===== src/hw/rtl/xsort_pkg.sv =====
// ----------------------------------------------------------------------------
// Exchange sorter package
// Shared widths, default sizing and the sequencer state type.
// ----------------------------------------------------------------------------
package xsort_pkg;

   // Width of one element and of the sorted result.
   localparam int DATA_WIDTH = 16;

   // Default capacity of the element store.
   localparam int MAX_ELEMENTS_DEFAULT = 32;

   // Sequencer states.
   typedef enum logic [2:0] {
      ST_LOAD,
      ST_ROW,
      ST_FIRST,
      ST_SCAN,
      ST_EMIT
   } state_type;

endpackage


===== src/hw/rtl/xsort_if.sv =====
// ----------------------------------------------------------------------------
// Exchange sorter channels
// Valid/ready interfaces for the element input and the sorted result output.
// ----------------------------------------------------------------------------

// Input channel: one element of the set per item.
interface xsort_req_if;
   logic                                        valid;
   logic                                        ready;
   logic signed [xsort_pkg::DATA_WIDTH-1:0]     value;
   logic                                        final_item;

   modport source (output valid, input ready, output value, output final_item);
   modport sink   (input valid, output ready, input value, input final_item);
endinterface

// Result channel: one sorted element per item.
interface xsort_rsp_if;
   logic                                        valid;
   logic                                        ready;
   logic signed [xsort_pkg::DATA_WIDTH-1:0]     sorted_value;
   logic                                        final_result;

   modport source (output valid, input ready, output sorted_value, output final_result);
   modport sink   (input valid, output ready, input sorted_value, input final_result);
endinterface


===== src/hw/rtl/ascending_exchange_sorter.sv =====
// ----------------------------------------------------------------------------
// Ascending exchange sorter
// Collects a set of signed elements, sorts it by exchange sort and emits
// the elements smallest first, flagging the largest as the final one.
// ----------------------------------------------------------------------------
//
//   Channel   Direction   Payload                       Role
//   req_chan  in          value, final_item             one element per item
//   rsp_chan  out         sorted_value, final_result    one sorted element per item
//
// Loading takes one item per cycle. After the closing item, each row of the
// sort reads its row element and then every later element through the single
// RAM read port, then emits the settled row minimum as one result item.
// Input is not ready from the closing item until the last result of the set
// has been taken.
// Reset is synchronous and clears the sequencer and the element count; the
// store needs no clearing. A stalled result holds the sequencer in place.
// ----------------------------------------------------------------------------
module ascending_exchange_sorter #(
   parameter int MAX_ELEMENTS = xsort_pkg::MAX_ELEMENTS_DEFAULT
) (
   input  logic        clock,
   input  logic        reset,
   xsort_req_if.sink   req_chan,
   xsort_rsp_if.source rsp_chan
);

   localparam int AW = $clog2(MAX_ELEMENTS);
   localparam int CW = $clog2(MAX_ELEMENTS + 1);
   localparam int DW = xsort_pkg::DATA_WIDTH;

   xsort_pkg::state_type state_ff, state_in;

   logic [CW-1:0]        count_ff, count_in;   // elements loaded so far
   logic [CW-1:0]        size_ff, size_in;     // size of the set being sorted
   logic [AW-1:0]        row_ff, row_in;       // position being settled
   logic [CW-1:0]        col_ff, col_in;       // next position to read in a row
   logic signed [DW-1:0] cur_ff, cur_in;       // running minimum of the row

   logic                 ram_wr_en;
   logic [AW-1:0]        ram_wr_addr;
   logic [DW-1:0]        ram_wr_data;
   logic [AW-1:0]        ram_rd_addr;
   logic [DW-1:0]        ram_rd_data;

   logic [CW-1:0]        loaded_next;
   logic [CW-1:0]        scan_addr;
   logic                 last_row;

   // Element store.
   xsort_ram #(
      .WIDTH(DW),
      .DEPTH(MAX_ELEMENTS)
   ) u_store (
      .clock  (clock),
      .wr_en  (ram_wr_en),
      .wr_addr(ram_wr_addr),
      .wr_data(ram_wr_data),
      .rd_addr(ram_rd_addr),
      .rd_data(ram_rd_data)
   );

   // Sequencer registers.
   always_ff @(posedge clock) begin
      if (reset) begin
         state_ff <= xsort_pkg::ST_LOAD;
         count_ff <= '0;
      end else begin
         state_ff <= state_in;
         count_ff <= count_in;
      end
      size_ff <= size_in;
      row_ff  <= row_in;
      col_ff  <= col_in;
      cur_ff  <= cur_in;
   end

   assign scan_addr = col_ff - CW'(1);
   assign last_row  = (CW'(row_ff) == size_ff - CW'(1));

   // Result item comes straight from the settled row minimum.
   assign rsp_chan.sorted_value = cur_ff;
   assign rsp_chan.final_result = last_row;

   // Next state, store access and handshakes.
   always_comb begin
      state_in    = state_ff;
      count_in    = count_ff;
      size_in     = size_ff;
      row_in      = row_ff;
      col_in      = col_ff;
      cur_in      = cur_ff;
      ram_wr_en   = 1'b0;
      ram_wr_addr = count_ff[AW-1:0];
      ram_wr_data = req_chan.value;
      ram_rd_addr = row_ff;
      loaded_next = count_ff;
      req_chan.ready = 1'b0;
      rsp_chan.valid = 1'b0;

      case (state_ff)
         xsort_pkg::ST_LOAD: begin
            // Store each element while there is room; a full store drops it.
            req_chan.ready = 1'b1;
            if (count_ff < CW'(MAX_ELEMENTS)) begin
               loaded_next = count_ff + CW'(1);
            end
            if (req_chan.valid) begin
               ram_wr_en = (count_ff < CW'(MAX_ELEMENTS));
               if (req_chan.final_item) begin
                  size_in  = loaded_next;
                  count_in = '0;
                  row_in   = '0;
                  state_in = xsort_pkg::ST_ROW;
               end else begin
                  count_in = loaded_next;
               end
            end
         end

         xsort_pkg::ST_ROW: begin
            // Fetch the element at the row position.
            ram_rd_addr = row_ff;
            col_in      = CW'(row_ff) + CW'(1);
            state_in    = xsort_pkg::ST_FIRST;
         end

         xsort_pkg::ST_FIRST: begin
            // The row element becomes the running minimum; start the scan.
            cur_in = $signed(ram_rd_data);
            if (col_ff < size_ff) begin
               ram_rd_addr = col_ff[AW-1:0];
               col_in      = col_ff + CW'(1);
               state_in    = xsort_pkg::ST_SCAN;
            end else begin
               state_in = xsort_pkg::ST_EMIT;
            end
         end

         xsort_pkg::ST_SCAN: begin
            // A smaller later element swaps with the row element.
            if ($signed(ram_rd_data) < cur_ff) begin
               ram_wr_en   = 1'b1;
               ram_wr_addr = scan_addr[AW-1:0];
               ram_wr_data = cur_ff;
               cur_in      = $signed(ram_rd_data);
            end
            if (col_ff < size_ff) begin
               ram_rd_addr = col_ff[AW-1:0];
               col_in      = col_ff + CW'(1);
            end else begin
               state_in = xsort_pkg::ST_EMIT;
            end
         end

         xsort_pkg::ST_EMIT: begin
            // The row is settled; hand its element out.
            rsp_chan.valid = 1'b1;
            if (rsp_chan.ready) begin
               if (last_row) begin
                  state_in = xsort_pkg::ST_LOAD;
               end else begin
                  row_in   = row_ff + AW'(1);
                  state_in = xsort_pkg::ST_ROW;
               end
            end
         end

         default: begin
            state_in = xsort_pkg::ST_LOAD;
         end
      endcase
   end

endmodule


===== src/hw/rtl/xsort_ram.sv =====
// ----------------------------------------------------------------------------
// Exchange sorter RAM
// Generic single-write, single-read memory with a registered read port.
// ----------------------------------------------------------------------------
module xsort_ram #(
   parameter int WIDTH = xsort_pkg::DATA_WIDTH,
   parameter int DEPTH = xsort_pkg::MAX_ELEMENTS_DEFAULT
) (
   input  logic                     clock,
   input  logic                     wr_en,
   input  logic [$clog2(DEPTH)-1:0] wr_addr,
   input  logic [WIDTH-1:0]         wr_data,
   input  logic [$clog2(DEPTH)-1:0] rd_addr,
   output logic [WIDTH-1:0]         rd_data
);

   logic [WIDTH-1:0] mem_ff [DEPTH];
   logic [WIDTH-1:0] rd_data_ff;

   // Write port and registered read port.
   always_ff @(posedge clock) begin
      if (wr_en) begin
         mem_ff[wr_addr] <= wr_data;
      end
      rd_data_ff <= mem_ff[rd_addr];
   end

   assign rd_data = rd_data_ff;

endmodule


===== src/flat_wrapper.sv =====
// flat-port wrapper written by rule: the top's interface ports become plain ports
module ascending_exchange_sorter_flat 
#(
   parameter int MAX_ELEMENTS = xsort_pkg::MAX_ELEMENTS_DEFAULT
)
  (clock, reset, req_chan_valid, req_chan_ready, req_chan_value, req_chan_final_item, rsp_chan_valid, rsp_chan_ready, rsp_chan_sorted_value, rsp_chan_final_result);
  xsort_req_if req_chan_i ();
  xsort_rsp_if rsp_chan_i ();
  input  logic clock;
  input  logic reset;
  input wire logic [$bits(req_chan_i.valid)-1:0] req_chan_valid;
  output wire logic [$bits(req_chan_i.ready)-1:0] req_chan_ready;
  input wire logic [$bits(req_chan_i.value)-1:0] req_chan_value;
  input wire logic [$bits(req_chan_i.final_item)-1:0] req_chan_final_item;
  output wire logic [$bits(rsp_chan_i.valid)-1:0] rsp_chan_valid;
  input wire logic [$bits(rsp_chan_i.ready)-1:0] rsp_chan_ready;
  output wire logic [$bits(rsp_chan_i.sorted_value)-1:0] rsp_chan_sorted_value;
  output wire logic [$bits(rsp_chan_i.final_result)-1:0] rsp_chan_final_result;
  assign req_chan_i.valid = req_chan_valid;
  assign req_chan_ready = req_chan_i.ready;
  assign req_chan_i.value = req_chan_value;
  assign req_chan_i.final_item = req_chan_final_item;
  assign rsp_chan_valid = rsp_chan_i.valid;
  assign rsp_chan_i.ready = rsp_chan_ready;
  assign rsp_chan_sorted_value = rsp_chan_i.sorted_value;
  assign rsp_chan_final_result = rsp_chan_i.final_result;
  ascending_exchange_sorter #(.MAX_ELEMENTS(MAX_ELEMENTS)) u_core (.clock(clock), .reset(reset), .req_chan(req_chan_i), .rsp_chan(rsp_chan_i));
endmodule

===== config.mk =====
export PLATFORM = sky130hd
export DESIGN_NAME = ascending_exchange_sorter_flat
export DESIGN_NICKNAME = d
export VERILOG_FILES = /design/src/hw/rtl/xsort_pkg.sv /design/src/hw/rtl/xsort_if.sv /design/src/hw/rtl/ascending_exchange_sorter.sv /design/src/hw/rtl/xsort_ram.sv /design/src/flat_wrapper.sv
export SDC_FILE = /design/constraint.sdc
export NUM_CORES = 1
export LEC_CHECK = 0
export BUFFER_PORTS_ARGS = -buffer_cell sky130_fd_sc_hd__buf_2
export CORE_MARGIN = 3
export CORE_UTILIZATION = 40
export DETAILED_ROUTE_END_ITERATION = 10
export MAX_ROUTING_LAYER = met4
export PLACE_DENSITY = 0.63
export SLEW_MARGIN = 20
export SYNTH_ARGS = -nofsm -noshare
export SYNTH_HDL_FRONTEND = slang
export SYNTH_HIERARCHICAL = 1
export SYNTH_SLANG_ARGS = --single-unit

===== constraint.sdc =====
create_clock -name clock -period 9.89 [get_ports clock]
set_clock_uncertainty 0.05 [all_clocks]
set_input_delay 1.978 -clock clock [delete_from_list [all_inputs] [get_ports clock]]
set_output_delay 1.978 -clock clock [all_outputs]
set_load 0.02 [all_outputs]

# --- Yosys cells after proc, flatten, opt, wreduce, memory -nomap -nowiden ---
# Memory sizes are Yosys's and may differ from the RTL's. A register that Yosys moved wholly into a read port is not among the register bits.
# Index checks and enable logic that the tools add are counted.
# W data, S select, Z words.
op_classes:
  n_addsub: 6
  mul: 0
  div_mod_pow: 0
  n_lt_le_gt_ge: 3
  eq_ne: 12
  n_shift: 0
  n_mux: 31
  n_bitwise: 0
  n_reduce_logical: 11
ops:
  columns: ["op", "count"]
  rows:
  - ["$mux W16", 3]
  - ["$mux W5", 8]
  - ["$pmux W16 S2", 1]
  - ["$mux W6", 3]
  - ["$lt A16 B16 Y1", 1]
  - ["$mux W3", 5]
  - ["$pmux W3 S5", 1]
  - ["$add A6 B1 Y6 const B", 2]
  - ["$pmux W6 S2", 1]
  - ["$ne A2 B2 Y1 const B", 5]
  - ["$pmux W5 S2", 1]
  - ["$mux W1", 7]
  - ["$add A5 B1 Y6 const B", 1]
  - ["$eq A3 B2 Y1 const B", 2]
  - ["$eq A5 B6 Y1", 1]
  - ["$lt A6 B6 Y1", 1]
  - ["$lt A6 B6 Y1 const B", 1]
  - ["$reduce_and A2 Y1", 3]
  - ["$reduce_bool A2 Y1", 3]
  - ["$sub A6 B1 Y6 const B", 1]
  - ["$add A5 B1 Y5 const B", 1]
  - ["$reduce_and A5 Y1", 1]
  - ["$sub A5 B1 Y5 const B", 1]
  - ["$ne A2 B1 Y1 const B", 2]
  - ["7 further kinds", 7]
word_totals:
  regBits: 42
  latchBits: 0
  ramBits: 512
  mem_bits_ro: 0
  inputBits: 21
  output_inout_bits: 19
  wordCells: 70
  n_memories: 1
mem_list:
  columns: ["name", "words", "word_bits", "rd", "rd_ports_with_merged_regs", "wr", "line", "text"]
  rows:
  - ["u_core.u_store.mem_ff", 32, 16, 1, 1, 1, "xsort_ram.sv:17", "logic [WIDTH-1:0] mem_ff [DEPTH];"]

# --- Longest topological paths before layout ---
depth:
  depth_word: 5
  ltp_mapped: 15
  mapped_depth_nobuf: 12

# --- Hierarchy ---
# Netlist, hierarchy kept.
by_module_without_submodules:
  columns: ["mod", "n_inst", "cells_each", "area_per_inst_um2", "seq_area_each_um2"]
  rows:
  - ["xsort_ram", 1, 1143, 20535.9, 15695.1]
  - ["ascending_exchange_sorter", 1, 257, 2849.0, 1171.1]

# --- Least setup slack after synthesis ---
# Ideal clock, no wire load.
synth_timing:
  path_type: "reg2reg"
  from: "register u_core.cur_ff[15], in the netlist u_core/rsp_chan.sorted_value[15]"
  to: "memory u_core/u_store/mem_ff[12][0] in the netlist's numbering (enable)"
  setup_ns: 0.388
  arrival_ns: 4.197
  required_time_ns: 9.452
  setup_slack_ns: 5.254
  path_stages_with_launch: 13
  n_path_buf: 2
  synth_period_minus_slack_ns: 4.636
  cell_sequence: "edfxtp_1 inv_1 ha_1 nand4_1 or3_1 or4_4 a311o_1 nand2_2 buf_12 mux2_4 or3b_2 clkbuf_1 nor2_1"
synth_via:
  elab_cells_between_ends: 7
  classes_between: "order compare (1); mux (6)"
synth_lines:
  columns: ["item", "line", "text"]
  rows:
  - ["start, declared", "ascending_exchange_sorter.sv:38", "logic signed [DW-1:0] cur_ff, cur_in;"]
  - ["start signal, assigned", "ascending_exchange_sorter.sv:75", "cur_ff <= cur_in;"]
  - ["$lt A16 B16 Y1", "ascending_exchange_sorter.sv:142", "if ($signed(ram_rd_data) < cur_ff) begin"]
  - ["$mux W5", "ascending_exchange_sorter.sv:142", null]
  - ["$mux W5", "ascending_exchange_sorter.sv:101", "case (state_ff)"]
  - ["via u_core.ram_wr_addr[0]", "ascending_exchange_sorter.sv:41", "logic [AW-1:0] ram_wr_addr;"]
  - ["end, declared", "xsort_ram.sv:17", null]
# The timed path passes the listed nets, and every way through them passes these cells.

# --- Final worst setup path ---
layout_timing:
  from: "register u_core.col_ff[4]"
  to: "register u_core.u_store.rd_data_ff[14], in the netlist u_core/u_store/rd_data[14], read port of u_core.u_store.mem_ff"
layout_via:
  elab_chain_len: 3
layout_lines:
  columns: ["item", "line", "text"]
  rows:
  - ["start, declared", "ascending_exchange_sorter.sv:37", "logic [CW-1:0] col_ff, col_in;"]
  - ["start signal, assigned", "ascending_exchange_sorter.sv:74", "col_ff <= col_in;"]
  - ["$lt A6 B6 Y1", "ascending_exchange_sorter.sv:131, ascending_exchange_sorter.sv:148", null]
  - ["$mux W5", "ascending_exchange_sorter.sv:131, ascending_exchange_sorter.sv:148", null]
  - ["$mux W5", null, null]
  - ["via u_core.ram_rd_addr[0]", "ascending_exchange_sorter.sv:43", "logic [AW-1:0] ram_rd_addr;"]
  - ["end, declared", "xsort_ram.sv:18", "logic [WIDTH-1:0] rd_data_ff;"]
# The timed path passes the listed nets, and every way through them passes these cells.
# A chain may end at the register's enable or synchronous reset.

==> impl_summary.md <==
Status
The flow ran to the end, and the final reports show no timing, DRC or antenna violations.

Final layout
Cells with a size suffix above 1 make up 12.9% of the layout. The area of all placed cells without fillers is 0.0261 sq mm. The number of nets in the finished design is 1506. The area growth from synthesis to layout is 11.5%.

Routing
The average via count per standard cell is 5.46. The overall via count from detail_route is 12365. The post-route DRC violation count is 0. After detailed routing, the total wire length is 53800 um. In this run the remaining antenna-violating nets after routing total 0.

The pre-antenna-repair detailed-routing pass consisted of 5 iterations. After detailed routing, the average wire length per cell comes to 23.8 um. For this block, the initial DRC count from the detailed router was 1157.

Critical path
Along the worst path, the maximum fanout reaches 138. The origin of the critical flop-to-flop path is u_core/col_ff[4]. The data arrival time of the critical path is 5.25 ns.

The endpoint identified for the worst register-to-register timing path is u_core/u_store/rd_data[14]. The element type at the critical path end is a register. Setup slack on the worst reg-to-reg path comes out at 5.01 ns. The worst setup path is launched from a register.

The required time of the worst setup path is 10.26 ns. The slowest stage of the critical path is the sky130_fd_sc_hd__mux2_8 cell. Traced cell by cell, the critical path runs through ha_1, a21o_1, a21oi_1, o21a_1, nand2_1, mux2_8, buf_12, mux2i_1, a22oi_1, a31oi_1, nand3_1. The depth of the worst register-to-register path is 11. In this design, the stage delay of the slowest critical-path cell is 0.80 ns. The worst setup path is of the register to register kind.

STA
The tightest slew margin relative to the limit is 28.9%. The portion of the clock cycle consumed by the worst path in the final layout is 49.3%. Summed over all failing endpoints, the final setup total negative slack is 0 ns. The number of pins with negative max-slew slack in the final report came to 0. The highest achievable clock rate is 205 MHz. Setup repair after global routing left no endpoint under its margin.

Setup violations remaining at the end of the flow were counted as 0. The count of final hold-check violations was 0. The actual transition at the worst max-transition pin is 1.07 ns.

On the final layout, the worst hold slack is 0.388 ns. The time the final worst path needs with I/O delays and setup is 4.88 ns.

Yosys
The number of enable flip-flop cells after synthesis is 545. The share of the synthesized area in the top cell type is 70.0%. For this run, the number of Yosys warnings is 6. For this run, the leading register cell type out of synthesis is sky130_fd_sc_hd__edfxtp_1.

The cell type with the largest total area after synthesis is sky130_fd_sc_hd__edfxtp_1. By area the synthesized netlist is led by sky130_fd_sc_hd__edfxtp_1 (70%), sky130_fd_sc_hd__mux2i_1 (11%), sky130_fd_sc_hd__dfxtp_1 (2.1%), sky130_fd_sc_hd__a22oi_1 (2.1%), sky130_fd_sc_hd__ha_1 (1.3%). Of the synthesized area, sequential elements account for 72.1%. The distinct cell type count after synthesis is 54. Summing every instance area after synthesis gives 0.0234 sq mm. In this run, synthesis produced a sequential element count of 570. The synthesized instance count is 1400. In the post-synthesis netlist, the cell with the most instances is sky130_fd_sc_hd__edfxtp_1. The async set-reset flop share out of synthesis is 0%. The post-synthesis net count is 1446. The mean instance size in the synthesized netlist is 16.7 sq um. Sorting the synthesized cells by how often they occur yields sky130_fd_sc_hd__edfxtp_1 (545), sky130_fd_sc_hd__mux2i_1 (262), sky130_fd_sc_hd__a22oi_1 (66).

Clock tree
In this run the post-CTS setup repair buffer count came out at 0. No sink is reached through more buffers than the 3 on the longest clock path. The H-tree depth reported by CTS is 2. The later pin in the worst-skew pair is clocked with a latency of 0.61 ns.

The clock root buffer master is sky130_fd_sc_hd__clkbuf_16. Clock-pin slew was measured on the worst setup and hold paths at 0.07 ns. For this design, the CTS-stage hold fixing added 0 buffers. The number of resized instances in the post-cts repair step is 0. The total CTS buffers is 55.

Counting every sink on the clock net gives 570. TritonCTS built the clock tree.

Global route
The met2 layer usage reported by global route is 27.4%. The met1 usage in global routing is 24.8%. The number of antenna violations at the first check in global routing is 2. The via count of the first global-routing pass came to 11964. Entering global routing, the biggest net connects 139 pins. The aggregate global routing overflow is 0. The fraction of met3 tracks used by global routing is 3.55%. The total global routing track utilization is 18.1%. The global routing stage identified its most utilized layer as met2. The first global-routing pass estimated 79700 um of wire.

Floorplan
During I/O placement, the number of pins put on the boundary was 40. In this run the standard cell core region covers 0.0571 sq mm. The floorplan step set the die height to 248 um. Once the floorplan was initialized, standard cells occupied 40.9% of the core. The number of cell rows is 87.

The die covers 0.0614 sq mm. The floorplan die width is 248 um.

Min path
The instance count along the most critical hold path is 0. The class of the tightest hold or removal check is register to register. In this run the most critical hold path is launched from u_core/u_store/rd_data[14].

The endpoint of the worst hold-timing path is u_core/rsp_chan.sorted_value[14].

Power
The total power per unit cell area is 200 mW/mm^2. The maximum VDD drop is 0.000128 V. For this design the static power due to leakage is 9.09 nW.

Place
The number of port buffers is 39. After detailed placement, the total cell area comes to 0.0243 sq mm. The global placement routability congestion is 0.803.

Detailed placement ended at an HPWL of 31400 um.

Job
Across the run, the number of max-cap violations was 0.
-- cell usage in the layout (no fill, tap or decap), types with 10 or more instances in the layout --
master and instances:
sky130_fd_sc_hd__edfxtp_1 545, sky130_fd_sc_hd__mux2i_1 262, sky130_fd_sc_hd__a22oi_1 66, sky130_fd_sc_hd__clkbuf_16 55
sky130_fd_sc_hd__nor2_1 49, sky130_fd_sc_hd__nand3_1 45, sky130_fd_sc_hd__nand2_1 44, sky130_fd_sc_hd__a21oi_1 43
sky130_fd_sc_hd__buf_2 39, sky130_fd_sc_hd__buf_4 35, sky130_fd_sc_hd__a22o_1 32, sky130_fd_sc_hd__inv_1 28
sky130_fd_sc_hd__ha_1 25, sky130_fd_sc_hd__dfxtp_1 25, sky130_fd_sc_hd__nor3_1 22, sky130_fd_sc_hd__nand4_1 20
sky130_fd_sc_hd__mux2_4 20, sky130_fd_sc_hd__a31oi_1 17, sky130_fd_sc_hd__clkbuf_1 15, sky130_fd_sc_hd__xnor2_1 13
sky130_fd_sc_hd__clkinv_1 10
-- worst max-delay path by stage --
stage,startpoint,slack (ns),end
floorplan,u_core/rsp_chan.sorted_value[15],5.25,u_core/u_store/mem_ff[12][0]
global placement,u_core/rsp_chan.sorted_value[15],4.73,u_core/u_store/mem_ff[24][15]
detailed placement,u_core/rsp_chan.sorted_value[15],5.02,u_core/u_store/mem_ff[24][3]
CTS,u_core/rsp_chan.sorted_value[15],5.03,u_core/u_store/mem_ff[24][15]
global route,u_core/rsp_chan.sorted_value[15],4.78,u_core/u_store/mem_ff[24][5]
finish,u_core/col_ff[4],5.01,u_core/u_store/rd_data[14]
-- cells by family (layout without fill, tap and decap cells) --
kind of cell    count (synthesis)  count (layout)  synth area share, %
mux                           289             289                 12.8
buf+inv                       100             205                 2.98
simple gates                  219             219                 4.68
compound gates                176             176                 5.25
other cells                     0               2                    0
xor+xnor                       21              21                0.787
flops                         570             570                 72.1
fa+ha+maj                      25              25                 1.34
-- layout make-up --
class | count | area (sq um)
well taps | 756 | 946
fillers | 4936 | 31100
multi-input cells | 730 | 5860
inverters | 28 | 105
clock inverters | 29 | 332
clock buffers | 73 | 1470
repair buffers | 75 | 478
flip-flops and latches | 570 | 16900
diodes | 2 | 5.00
-- registers in the layout (all words and copies together), names as in the netlist --
name                          flops
u_core/u_store/mem_ff           512
u_core/rsp_chan.sorted_value     16
u_core/u_store/rd_data           16
u_core/col_ff                     6
u_core/count_ff                   6
u_core/size_ff                    6
u_core/row_ff                     5
u_core/state_ff                   3
-- per-stage QoR --
stage	power [mW]	util, %	cells	worst slack (ns)
floorplan	3.05	-	1400	5.25
global placement	3.17	42.4	2159	4.73
detailed placement	3.18	42.4	2159	5.02
CTS	5.27	45.6	2261	5.03
global route	5.40	45.6	2262	4.78
finish	5.22	45.6	2263	5.01
-- layer usage --
layer  part of all wire, %  routed length, um
met5                     0                  0
met4                   2.3               1250
met3                   6.6               3540
met2                    47              25200
met1                    44              23800
-- report_power, final --
part	switching [mW]	internal [mW]	total [mW]
logic	0.277	0.142	0.419
registers	0.0234	2.69	2.71
clock network	0.885	1.21	2.09
-- worst max-delay path, delay by kind of cell (launching register included) --
| family | cells | cell delay (ns) |
|---|---|---|
| AOI/OAI and AO/OA | 5 | 1.24 |
| adders and majority gates | 1 | 0.33 |
| buffers and inverters | 1 | 0.74 |
| DFF | 1 | 0.47 |
| muxes | 2 | 1.08 |
| and+or+nand+nor | 2 | 0.44 |
(Power assumes the default switching activity.)
